<file path="src/rtl/core/ccr_ram.sv">
// Generic single-port RAM with registered read data.
`default_nettype none
module ccr_ram #(
	parameter int WIDTH = 8,
	parameter int DEPTH = 16
) (
	input  wire logic                     clk,
	input  wire logic                     we,
	input  wire logic [$clog2(DEPTH)-1:0] addr,
	input  wire logic [WIDTH-1:0]         wdata,
	output logic      [WIDTH-1:0]         rdata
);
	logic [WIDTH-1:0] mem_q [DEPTH];

	always_ff @(posedge clk) begin
		if (we)
			mem_q[addr] <= wdata;
		rdata <= mem_q[addr];
	end
endmodule
`default_nettype wire

</file>
<file path="config.mk">
export PLATFORM = sky130hd
export DESIGN_NAME = ccr_ram
export DESIGN_NICKNAME = d
export VERILOG_FILES = /design/src/rtl/core/ccr_ram.sv
export SDC_FILE = /design/constraint.sdc
export NUM_CORES = 1
export LEC_CHECK = 0
export ABC_AREA = 1
export BUFFER_PORTS_ARGS = -buffer_cell sky130_fd_sc_hd__clkbuf_2
export CAP_MARGIN = 20
export CORE_MARGIN = 2
export CORE_UTILIZATION = 27
export DETAILED_ROUTE_END_ITERATION = 16
export PLACE_DENSITY = 0.42
export SLEW_MARGIN = 25
export SYNTH_ARGS = -nofsm -noshare
export SYNTH_HDL_FRONTEND = slang
export SYNTH_SLANG_ARGS = --single-unit
</file>
<file path="constraint.sdc">
create_clock -name clk -period 4.5 [get_ports clk]
set_clock_uncertainty 0.2 [all_clocks]
set_input_delay 0.45 -clock clk [delete_from_list [all_inputs] [get_ports clk]]
set_output_delay 0.45 -clock clk [all_outputs]
set_load 0.01 [all_outputs]
</file>
-- After elaboration in Yosys (flattened, before gate mapping)
Memories as Yosys holds them, arrays and structs flattened. A register that Yosys moved wholly into a read port is not among the register bits.
Cells that the tools add are included.
- mux-type cells: 2
- operator list (operator ; number):
    1-bit 2-to-1 mux ; 2
- bits in registers: 0
- RAM bits: 128
- bits of input ports: 14
- output and inout bits: 8
- logic and storage cells: 3
- memories kept: 1
- memories (memory ; words ; width ; rd ports ; clocked after Yosys merged registers in ; write ports ; RTL line ; source):
    mem_q ; 16 ; 8 ; 1 ; 1 ; 1 ; 13 ; logic [WIDTH-1:0] mem_q [DEPTH];

-- Depth between registers and ports, before layout
- depth in word-level cells: 2
- gate-level depth with buffers: 11
- mapped depth without buffers: 9

-- Worst setup path after synthesis
No wires, ideal clock.
- path kind: input -> register
- start point: input port addr[1]
- end point: memory mem_q[3][0], enable pin
- setup time: 0.370 ns
- data arrival time: 1.457 ns
- required time: 3.930 ns
- slack: 2.473 ns
- stages on the path: 4
- buffers on the path: 2
- cell sequence: buf_2 -> clkbuf_1 -> nand3_1 -> nor2_1
- RTL lines (item ; RTL line ; source):
    start: declaration ; 9 ; input wire logic [$clog2(DEPTH)-1:0] addr,
    end: declaration ; 13 ;
No word-level cell before the write port.

-- Worst setup path in the final report
- start point: input port addr[1]
- end point: memory mem_q[5][4], enable pin
No word-level cell before the write port.

==> flow_summary.toml <==
[outcome]
outcome = "complete, no violations"

[detailed_routing]
remaining_drc_errors = 0
drt-wirelength-per-cell_microns = 15.9
routed_wl_microns = 13500
via_per_inst = 4.15
drt_iter0_markers = 301
antenna_violating_nets_post_route = 0
route.vias.total = 3532
drt-pass1-iter-count = 4

[worst_setup_path]
timing.critical_path.cells = "clkbuf_2, clkinv_1, nand3_1, nor2_1"
crit_path_max_incr_delay_ns = 0.70
crit_path_max_fanout = 35
worstPathArrival_ns = 2.40
cp-start-kind = "input pin"
timing.critical_path.slowest_stage_cell = "sky130_fd_sc_hd__nor2_1"
cp_buf_inv_count = 2
worst_r2r_path_depth = 8
critPathTopFamily = "simple AND/OR/NAND/NOR gates"
worstSetupEndpointType = "register"
timing.critical_path.depth = 4
crit_required_ns = 4.35
setup.worst_path.class = "in -> reg"

[placement]
dpl.cell_count = 821
dp_hpwl_microns = 8530
port_buffers = 21
placement.setup.worst_slack_ns = 1.47
gp_routability_congestion = 0.746
detailed_place.area_sq_um = 5940

[yosys]
syn-mean-instance-area_sq_um = 10.2
yosysMostFrequentCell = "sky130_fd_sc_hd__nand2_1"
synth_top_flop_cell = "sky130_fd_sc_hd__edfxtp_1"
post_synth_num_cell_types = 11
netlist_instances = 548
synthesis.yosys.warnings = 0
async_flop_share_pct = 0
synth_common_cells = "sky130_fd_sc_hd__nand2_1 (346), sky130_fd_sc_hd__edfxtp_1 (128), sky130_fd_sc_hd__inv_1 (21)"
proportion_of_synthesized_chip_area_in_sequential_cells_pct = 71.6
synth_top_cell_area_share_pct = 68.7
postSynthNetCount = 562
synth.ff_latch_count = 136
synth.top_cells.by_area = "sky130_fd_sc_hd__edfxtp_1 (69%), sky130_fd_sc_hd__nand2_1 (23%), sky130_fd_sc_hd__dfxtp_1 (2.9%)"
post_synth_instance_area_sq_um = 5590
synth_edf_count = 128
yosys.area.top_type = "sky130_fd_sc_hd__edfxtp_1"

[cells_and_area]
postLayoutCellArea_sq_um = 6500
finalNetCount = 584
post-route-util_pct = 32.0
final-instance-count-excl-fill = 852
layout-area-overhead-vs-synth_pct = 16.3
antennaDiodeCount = 0
drive_gt1_share_pct = 9.28

[timing]
grt_setup_unrepaired = "no"
total_negative_slack_for_setup_checks_ns = 0
slew_violations = 0
timing_hold_violations_final = 0
worst-slew-pin-transition_ns = 1.02
report.final.setup_viol = 0
worst_slack_ns = 1.95
min_period_over_period_pct = 56.6
period_needed_ns = 2.55
clock.fmax_mhz = 393
max_slew_margin_pct = 31.6

[clocking]
buffers_from_clock_root_to_sink_at_most = 2
numCtsBuffers = 17
clk-insertion-delay-late_ns = 0.42
clkSinkCount = 136
clock_tree.htree_level_count = 4
cts_hold_buf = 0
cts_repair_resize_count = 0
post_cts.repair.setup_buffers = 0
tritoncts = "done"
clk_pin_slew_worst_paths_ns = 0.06
root_buffer = "sky130_fd_sc_hd__clkbuf_16"

[hold_path]
hold_depth = 1
hold_path_class = "in -> reg"

[run]
max_cap_viol_count = 0

[floorplanning]
fp.dieH_microns = 148
number_of_ports_placed_on_the_die_boundary = 22
floorplan.core_area_sq_um = 20300
floorplan.die.width_microns = 148
rows = 52
initial_core_util_pct = 27.6
die_area_sq_um = 21900

[global_routing]
grt_overflow_total = 0
grt_start_max_net_pins = 45
grt_pass1_wl_microns = 21000
groute.usage.overall_pct = 13.2
antenna_found_initial = 0
grt_pass1_vias = 3537

[power_and_ir_drop]
power.static_leakage_nw = 2.71
ir_drop_mv = 0.260
power.density_nw_per_um2 = 449
## worst reg2reg max path: stages, from the launching register on
cell and delay, ns:
sky130_fd_sc_hd__edfxtp_1 0.37, sky130_fd_sc_hd__nand2_1 0.08, sky130_fd_sc_hd__nand2_1 0.07, sky130_fd_sc_hd__nand2_1 0.06, sky130_fd_sc_hd__nand2_1 0.08, sky130_fd_sc_hd__nand2_1 0.12, sky130_fd_sc_hd__nand2_1 0.08, sky130_fd_sc_hd__inv_1 0.05
sky130_fd_sc_hd__nand2_1 0.07
## flip-flops by register name, indices dropped and copies added, names as in the netlist
signal  flops
rdata       8
mem_q     128
## stage by stage
step	power [mW]	hold slack, ns
6_report	2.92	0.328
3_3_place_gp	1.63	0.512
2_1_floorplan	1.55	0.349
5_1_grt	3.03	0.364
4_1_cts	2.95	0.335
3_5_place_dp	1.63	0.489
## kinds of logic after synthesis
family / synth area share (%)
AND/OR/NAND/NOR: 24.8
flip-flops: 71.6
buffers and inverters: 3.62
## layer usage
metal / vias up / global-route usage [%] / share of wire [%]
met2: 69 / 20.4 / 45
met3: 9 / 3.36 / 5.0
met1: 1658 / 18.5 / 48
li1: 1796 / - / -
met4: 0 / 3.86 / 1.0
met5: - / 0 / 0
## cell usage in the layout (no fill, tap or decap), types with 4 or more instances in the layout
master and n:
sky130_fd_sc_hd__edfxtp_1 128, sky130_fd_sc_hd__clkbuf_2 21, sky130_fd_sc_hd__clkbuf_16 17, sky130_fd_sc_hd__nand3_1 4, sky130_fd_sc_hd__inv_1 21, sky130_fd_sc_hd__dfxtp_1 8
sky130_fd_sc_hd__clkinv_2 4, sky130_fd_sc_hd__nor2_1 18, sky130_fd_sc_hd__nand2_1 346
## final cells by class
| cell class | count | area (sq um) |
|---|---|---|
| Inverter | 23 | 86.3 |
| Clock buffer | 18 | 429 |
| Multi-Input combinational cell | 368 | 1390 |
| Tap cell | 270 | 338 |
| Fill cell | 2103 | 13800 |
| Sequential cell | 136 | 4000 |
| Clock inverter | 13 | 133 |
| Timing Repair Buffer | 24 | 128 |
## worst paths after layout
path	from	endpoint	slack [ns]
min	wdata[7]	mem_q[5][7]	0.33
min reg2reg	mem_q[0][1]	rdata[1]	0.49
max reg2reg	mem_q[5][5]	rdata[5]	3.19
max	addr[1]	mem_q[5][4]	1.95
## where the power goes
part	internal (mW)	switching, mW	total, mW
sequential	1.42	0.00866	1.43
clock	0.806	0.518	1.32
combinational	0.0426	0.128	0.171
total	2.27	0.655	2.92
(Power assumes the default switching activity.)
