## src/rtl/core/ccr_pkg.sv

```systemverilog
// Shared types, constants and arithmetic helpers of the conservative restriction block.
`default_nettype none
package ccr_pkg;
	localparam int COARSE_CELLS  = 1024;
	localparam int DIMENSIONS    = 3;
	localparam int FRACTION_BITS = 16;
	localparam int CELL_AW       = $clog2(COARSE_CELLS);
	localparam int ACC_W         = 64;
	localparam int STEP_W        = $clog2(ACC_W);
	localparam int ENTRY_W       = 5 * ACC_W;
	localparam int IN_W          = 200;
	localparam int OUT_W         = 176;

	localparam logic [63:0] MAX64     = 64'h7FFF_FFFF_FFFF_FFFF;
	localparam logic [63:0] VEL_POS   = 64'h0000_0000_7FFF_FFFF;
	localparam logic [63:0] VEL_NEG   = 64'h0000_0000_8000_0000;
	localparam logic [63:0] ENG_LIM   = 64'h4000_0000_0000_0000;
	localparam logic [30:0] RHO_MAX   = 31'h7FFF_FFFF;
	localparam logic        CMD_ACCUM  = 1'b0;
	localparam logic        CMD_FINISH = 1'b1;

	typedef enum logic {ALU_MUL, ALU_DIV} alu_op_t;

	typedef struct packed {
		logic        start;
		alu_op_t     op;
		logic [63:0] x_hi;
		logic [63:0] x_lo;
		logic [63:0] y;
	} alu_req_t;

	typedef struct packed {
		logic        done;
		logic [63:0] hi;
		logic [63:0] lo;
	} alu_rsp_t;

	function automatic logic [63:0] mag64(input logic [63:0] x);
		return x[63] ? (64'd0 - x) : x;
	endfunction

	function automatic logic [63:0] sext32(input logic [31:0] x);
		return {{32{x[31]}}, x};
	endfunction

	function automatic logic [63:0] sat_add(input logic [63:0] a, input logic [63:0] b);
		logic [63:0] r;
		r = a + b;
		if ((a[63] == b[63]) && (r[63] != a[63]))
			r = a[63] ? ~MAX64 : MAX64;
		return r;
	endfunction

	// Shifts a 128-bit magnitude right by F or 2F, saturates, applies the sign.
	function automatic logic [63:0] shr_sat(input logic [127:0] p, input logic dbl,
		input logic neg);
		logic [127:0] r;
		logic [63:0]  m;
		r = dbl ? (p >> (2 * FRACTION_BITS)) : (p >> FRACTION_BITS);
		m = (r[127:63] != '0) ? MAX64 : r[63:0];
		return neg ? (64'd0 - m) : m;
	endfunction

	function automatic logic [31:0] sat32(input logic [63:0] r);
		logic [31:0] s;
		if (r[63])
			s = (r < 64'hFFFF_FFFF_8000_0000) ? 32'h8000_0000 : r[31:0];
		else
			s = (r > VEL_POS) ? 32'h7FFF_FFFF : r[31:0];
		return s;
	endfunction
endpackage
`default_nettype wire

```

## src/rtl/core/ccr_serial_alu.sv

```systemverilog
// Bit-serial 64x64 multiplier and 128/64 restoring divider sharing one set of registers.
`default_nettype none
module ccr_serial_alu import ccr_pkg::*; (
	input  wire logic     clk,
	input  wire logic     arst_n,
	input  wire alu_req_t req,
	output alu_rsp_t      rsp
);
	logic              busy_q;
	logic              done_q;
	alu_op_t           op_q;
	logic [STEP_W-1:0] cnt_q;
	logic [63:0]       hi_q;
	logic [63:0]       lo_q;
	logic [63:0]       y_q;
	logic [64:0]       mul_sum;
	logic [63:0]       div_sh;
	logic              div_ge;

	always_comb begin
		mul_sum = {1'b0, hi_q} + (lo_q[0] ? {1'b0, y_q} : 65'd0);
		div_sh  = {hi_q[62:0], lo_q[63]};
		div_ge  = hi_q[63] || (div_sh >= y_q);
	end

	always_ff @(posedge clk or negedge arst_n) begin
		if (!arst_n) begin
			busy_q <= 1'b0;
			done_q <= 1'b0;
			op_q   <= ALU_MUL;
			cnt_q  <= '0;
			hi_q   <= '0;
			lo_q   <= '0;
			y_q    <= '0;
		end else begin
			done_q <= 1'b0;
			if (req.start) begin
				op_q  <= req.op;
				y_q   <= req.y;
				cnt_q <= '0;
				// A quotient that cannot fit in 64 bits saturates to all ones.
				if (req.op == ALU_DIV && req.x_hi >= req.y) begin
					hi_q   <= req.x_hi;
					lo_q   <= '1;
					done_q <= 1'b1;
					busy_q <= 1'b0;
				end else begin
					hi_q   <= (req.op == ALU_MUL) ? 64'd0 : req.x_hi;
					lo_q   <= req.x_lo;
					busy_q <= 1'b1;
				end
			end else if (busy_q) begin
				if (op_q == ALU_MUL) begin
					hi_q <= mul_sum[64:1];
					lo_q <= {mul_sum[0], lo_q[63:1]};
				end else begin
					hi_q <= div_ge ? (div_sh - y_q) : div_sh;
					lo_q <= {lo_q[62:0], div_ge};
				end
				cnt_q <= cnt_q + 1'b1;
				if (cnt_q == '1) begin
					busy_q <= 1'b0;
					done_q <= 1'b1;
				end
			end
		end
	end

	assign rsp.done = done_q;
	assign rsp.hi   = hi_q;
	assign rsp.lo   = lo_q;
endmodule
`default_nettype wire

```

## config.mk

```make
export PLATFORM = sky130hd
export DESIGN_NAME = ccr_serial_alu
export DESIGN_NICKNAME = d
export VERILOG_FILES = /design/src/rtl/core/ccr_pkg.sv /design/src/rtl/core/ccr_serial_alu.sv
export SDC_FILE = /design/constraint.sdc
export NUM_CORES = 1
export LEC_CHECK = 0
export ABC_AREA = 0
export BUFFER_PORTS_ARGS = -buffer_cell sky130_fd_sc_hd__buf_2
export CAP_MARGIN = 40
export CORE_ASPECT_RATIO = 1.4
export CORE_MARGIN = 2
export CORE_UTILIZATION = 53
export CTS_CLUSTER_DIAMETER = 150
export DETAILED_ROUTE_END_ITERATION = 10
export GPL_TIMING_DRIVEN = 0
export PLACE_DENSITY_LB_ADDON = 0.08
export SYNTH_ARGS = -nofsm -noshare
export SYNTH_HDL_FRONTEND = slang
export SYNTH_SLANG_ARGS = --single-unit
```

## constraint.sdc

```tcl
create_clock -name clk -period 3.57 [get_ports clk]
set_input_delay 0.5355 -clock clk [delete_from_list [all_inputs] [get_ports clk]]
set_output_delay 0.5355 -clock clk [all_outputs]
set_load 0.02 [all_outputs]
```

# Yosys cells after proc, flatten, opt, wreduce, memory -nomap -nowiden
# Cells that the tools add are included.
[word_totals]
register_bits = 201
elab_cells = 37
output_inout_bits = 129
input_bits = 196
[classes]
n_reduce_logical = 3
n_lt_le_gt_ge = 2
addsub = 3
eq_ne = 1
n_mux = 21
[ops]
columns = ["cell", "count"]
rows = [
  ["$mux W64", 11],
  ["$ge A64 B64 Y1", 2],
  ["$add A64 B64 Y65", 1],
  ["$sub A64 B64 Y64", 1],
  ["$mux W6", 2],
  ["$mux W1", 8],
  ["$add A6 B1 Y6 const B", 1],
  ["$eq A6 B6 Y1 const B", 1],
  ["$reduce_bool A2 Y1", 1],
  ["$logic_and A1 B1 Y1", 1],
  ["$logic_or A1 B1 Y1", 1],
]

# Depth between registers and ports, before layout
[logic_depth]
ltp_word = 6
mapped_depth = 16
mapped_depth_nobuf = 14

# Worst setup path after synthesis
# No wires, ideal clock.
[synth_path]
path_type = "register to register"
start = "reg lo_q[0]"
end = "reg hi_q[55]"
stages_incl_launch_ff = 17
synth_period_minus_slack_ps = 3712
setup_slack_ps = -142
n_path_buf = 2
t_required_ps = 3444
arrival_time_ps = 3586
setup_time_ps = 126
cell_sequence = "dfrtp_1 > clkbuf_1 > clkbuf_1 > and2_1 > ha_1 > fa_1 > a21oi_1 > o211ai_1 > a21o_1 > o22a_1 > a21oi_1 > o21ai_1 > a21o_1 > nor3b_1 > xor2_1 > a21oi_1 > a221o_1"
[synth_between]
elab_chain_cells = 5
[synth_lines]
columns = ["item", "line_no", "source"]
rows = [
  ["start, declared", "ccr_serial_alu.sv:14", "logic [63:0] lo_q;"],
  ["start signal, assigned", "ccr_serial_alu.sv:49", "lo_q <= req.x_lo;"],
  ["start signal, assigned", "ccr_serial_alu.sv:55", "lo_q <= {mul_sum[0], lo_q[63:1]};"],
  ["start signal, assigned", "ccr_serial_alu.sv:58", "lo_q <= {lo_q[62:0], div_ge};"],
  ["$mux W64", "ccr_serial_alu.sv:21", "mul_sum = {1'b0, hi_q} + (lo_q[0] ? {1'b0, y_q} : 65'd0);"],
  ["$add A64 B64 Y65", "ccr_serial_alu.sv:21", ""],
  ["$mux W64", "ccr_serial_alu.sv:53", "if (op_q == ALU_MUL) begin"],
  ["$mux W64", "ccr_serial_alu.sv:52", "end else if (busy_q) begin"],
  ["$mux W64", "ccr_serial_alu.sv:37", "if (req.start) begin"],
  ["end signal, assigned", "ccr_serial_alu.sv:43", "hi_q <= req.x_hi;"],
  ["end signal, assigned", "ccr_serial_alu.sv:54", "hi_q <= mul_sum[64:1];"],
  ["end signal, assigned", "ccr_serial_alu.sv:57", "hi_q <= div_ge ? (div_sh - y_q) : div_sh;"],
  ["end, declared", "ccr_serial_alu.sv:13", "logic [63:0] hi_q;"],
]
# Every way passes these cells. The select of a mux whose other input is x is not followed.
# A chain may end at the register's enable or synchronous reset.

# Worst setup path in the final report
[layout_path]
start = "reg lo_q[0]"
end = "reg hi_q[58]"
# The elaborated chain is that of the path after synthesis.

==> results.sh <==
export IMPL_async_flop_share=1.00
export IMPL_detail_route_antenna_nets=0
export IMPL_critical_path_class="flip-flop to flip-flop"
export IMPL_maxCapViolations=0
export IMPL_p_int_uw=8490
export IMPL_htree_levels=1
export IMPL_clockBufferDepth=3
export IMPL_crit_fanout=8
export IMPL_seqPwrFrac=0.200
export IMPL_max_stage_delay_ns=0.44
export IMPL_start_kind="flip-flop"
export IMPL_setup_slack_ns=-0.364
export IMPL_nNetsFinal=3454
export IMPL_io_pins=325
export IMPL_critical_path_slowest_cell="a311o_1"
export IMPL_fin_crit_sh=1.10
export IMPL_wirelength_mm=89.3
export IMPL_layout_area_seq_um2=5040
export IMPL_dieWidth_um=169
export IMPL_track_usage=0.431
export IMPL_synth_area_leaders="dfrtp_1 (25%), ha_1 (12%), o21ai_0 (7.1%), a21oi_1 (6.8%), nand2_1 (6.1%)"
export IMPL_synth_cells=2659
export IMPL_cts_tree="done"
export IMPL_synth_most_common_cell="nand2_1"
export IMPL_r2r_start="lo_q[0]"
export IMPL_worst_pin_slew_ns=1.05
export IMPL_timing_hold_ws_ns=-0.00285
export IMPL_drive_gt1_frac=0.237
export IMPL_p_comb_frac=0.633
export IMPL_cts_buffers_inserted=24
export IMPL_synth_distinct_cells=86
export IMPL_dr_total_vias=22900
export IMPL_synth_compound_area_frac=0.283
export IMPL_dr_pass1_iters=5
export IMPL_dp_hpwl_mm=68.9
export IMPL_core_rowCount=84
export IMPL_antenna_found_initial=1
export IMPL_syn_mean_instance_area_um2=7.58
export IMPL_synth_fa_ha_area_frac=0.122
export IMPL_cp_top_family="compound AO/OA/AOI/OAI gates"
export IMPL_routedWlPerCell_um=25.1
export IMPL_grt_max_degree=105
export IMPL_fin_util=0.675
export IMPL_path_clk_slew_ns=0.07
export IMPL_drc=0
export IMPL_max_freq_mhz=254
export IMPL_clock_sinks=201
export IMPL_r2r_slack_ns=-0.36
export IMPL_start_util=0.537
export IMPL_yosysSeqAreaShare=0.250
export IMPL_reg2reg_depth=16
export IMPL_setup_viol=31
export IMPL_power_share_clock=0.168
export IMPL_port_buffers=324
export IMPL_grt_first_pass_wirelength_mm=131
export IMPL_vdd_drop_max_uv=449
export IMPL_die_h_um=235
export IMPL_drt_iter0_drc=2166
export IMPL_skew_ns=0.0304
export IMPL_final_area_um2=25300
export IMPL_syn_nets=3050
export IMPL_synth_top_area_frac=0.250
export IMPL_hold_class="input port to asynchronous set/reset pin"
export IMPL_netlist_top_cells_count="nand2_1 (327), o21ai_0 (287), a21oi_1 (275)"
export IMPL_switching_power_uw=8280
export IMPL_synth_top_family_by_area="compound AO/OA/AOI/OAI gates"
export IMPL_synth_top_flop_cell="dfrtp_1"
export IMPL_critical_path_buf_inv_count=3
export IMPL_slew_violations=0
export IMPL_gp_congestion=1.06
export IMPL_rsz0062_at_grt="yes"
export IMPL_synth_simple_area_share=0.184
export IMPL_synth_edf_count=0
export IMPL_yosysTopAreaCell="dfrtp_1"
export IMPL_dpl_cell_area_um2=22700
export IMPL_worstReg2RegEnd="hi_q[58]"
export IMPL_cp_data_required_time_ns=4.04
export IMPL_outcome="finished with violations"
export IMPL_vias_per_cell=6.44
export IMPL_filler_cell_count=3287
export IMPL_hold_viol=2
export IMPL_grt_pass1_vias=22600
export IMPL_crit_path_cell_trace="clkbuf_16, clkbuf_16, and2_4, ha_4, a21o_1, nand4_1, a311o_1, o21ai_4, buf_12, a31oi_4, o31ai_4, a21oi_4, a31oi_4, mux2i_1, nor3_1, a211o_1"
export IMPL_slew_headroom=0.303
export IMPL_switching_share=0.494
export IMPL_p_per_area_nw_per_um2=662
export IMPL_crit_cells=16
export IMPL_overflow=0
export IMPL_core_um2=37500
export IMPL_clock_latency_ns=0.59
export IMPL_period_minus_slack_ns=3.93
export IMPL_yosys_area_share_xor_xnor=0.0474
export IMPL_cp_end_kind="flip-flop"
export IMPL_ys_ff_latch=201
export IMPL_multiInputGateArea_um2=15000
export IMPL_setup_tns_ns=-6.51
export IMPL_root_buffer="clkbuf_16"
export IMPL_arrival_ns=4.40
export IMPL_fp_dieArea_um2=39600
export IMPL_p_leak_uw=0.0118
export IMPL_areaGrowthSynthToFinish_pct=25.7
export IMPL_synth_area_mux_share=0.0517
export IMPL_ys_warnings_count=0
export IMPL_syn_cell_area_um2=20200
export IMPL_violations="negative hold slack, negative setup slack"
==> sequential cells by signal (all words and copies together), names as in the netlist <==
| name | cells |
|---|---|
| busy_q | 1 |
| cnt_q | 6 |
| done_q | 1 |
| hi_q | 64 |
| lo_q | 64 |
| op_q | 1 |
| y_q | 64 |
==> cells in the final DEF (no fill, tap or decap), types with 50 or more instances in the layout <==
cell type,netlist,routed
a21o_1,98,98
a21oi_1,275,243
and2_1,74,71
buf_2,7,328
clkbuf_1,134,104
dfrtp_1,201,193
ha_1,193,159
inv_1,170,169
mux2_2,65,65
nand2_1,327,322
nand4_1,50,50
nor2_1,179,174
o21ai_0,287,240
xnor2_1,63,58
==> power by group through the flow <==
stage               Sequential (µW)  Clock, µW  Combinational, µW
detailed placement             3330          0               9060
finish                         3350       2820              10600
CTS                            3300       2810               9860
global route                   3390       2890              11300
floorplan                      3550          0               5870
global placement               3320          0               8900
==> final cells by class <==
class | count | area share
Buffer | 130 | 0.0265
Clock buffer | 34 | 0.0276
Tap cell | 473 | 0.0234
Timing Repair Buffer | 404 | 0.0984
Clock inverter | 10 | 0.00657
Sequential cell | 201 | 0.199
Antenna cell | 2 | 0.000198
Inverter | 170 | 0.0253
Multi-Input combinational cell | 2132 | 0.593
==> metrics by stage <==
step                power [µW]  hold WS (ns)  cells  setup slack [ns]
floorplan                 9410         0.240   2659          -0.00336
CTS                      16000        0.0548   3540            -0.230
global route             17500        0.0709   3554            -0.403
detailed placement       12400         0.519   3481             -1.84
finish                   16800      -0.00285   3556            -0.364
global placement         12200         0.504   3456             -1.78
==> cell families (layout without fill, tap and decap cells) <==
group           after synthesis  count (layout)
buf+inv                     326             748
other cells                   0               2
flops                       201             201
mux                          96              96
simple gates                798             798
fa+ha+maj                   195             195
xor+xnor                    109             109
compound gates              934             934
==> how the worst max path moves through the flow <==
stage / start / to / slack [ns]
after CTS: lo_q[0] / hi_q[55] / -0.23
after detailed placement: req[63] / lo_q[57] / -1.84
final: lo_q[0] / hi_q[58] / -0.36
after global routing: lo_q[0] / hi_q[63] / -0.40
after global placement: req[63] / lo_q[57] / -1.78
after floorplan: lo_q[0] / hi_q[55] / -0.003
==> timing repair <==
action,CTS,global route
hold buffers,0,0
resized for setup,190,131
cloned,1,0
endpoints found under the setup margin,130,102
pin swaps,56,71
setup buffers,31,24
hold endpoints to repair,0,0
==> per-layer routing <==
metal	global-route usage	up-vias	wire, µm
met5	0	-	0
met4	0.328	0	8090
met3	0.0790	401	7970
met2	0.713	1329	41000
met1	0.492	10800	32300
li1	-	10300	-
No activity file was read; power rests on OpenSTA's default activity.
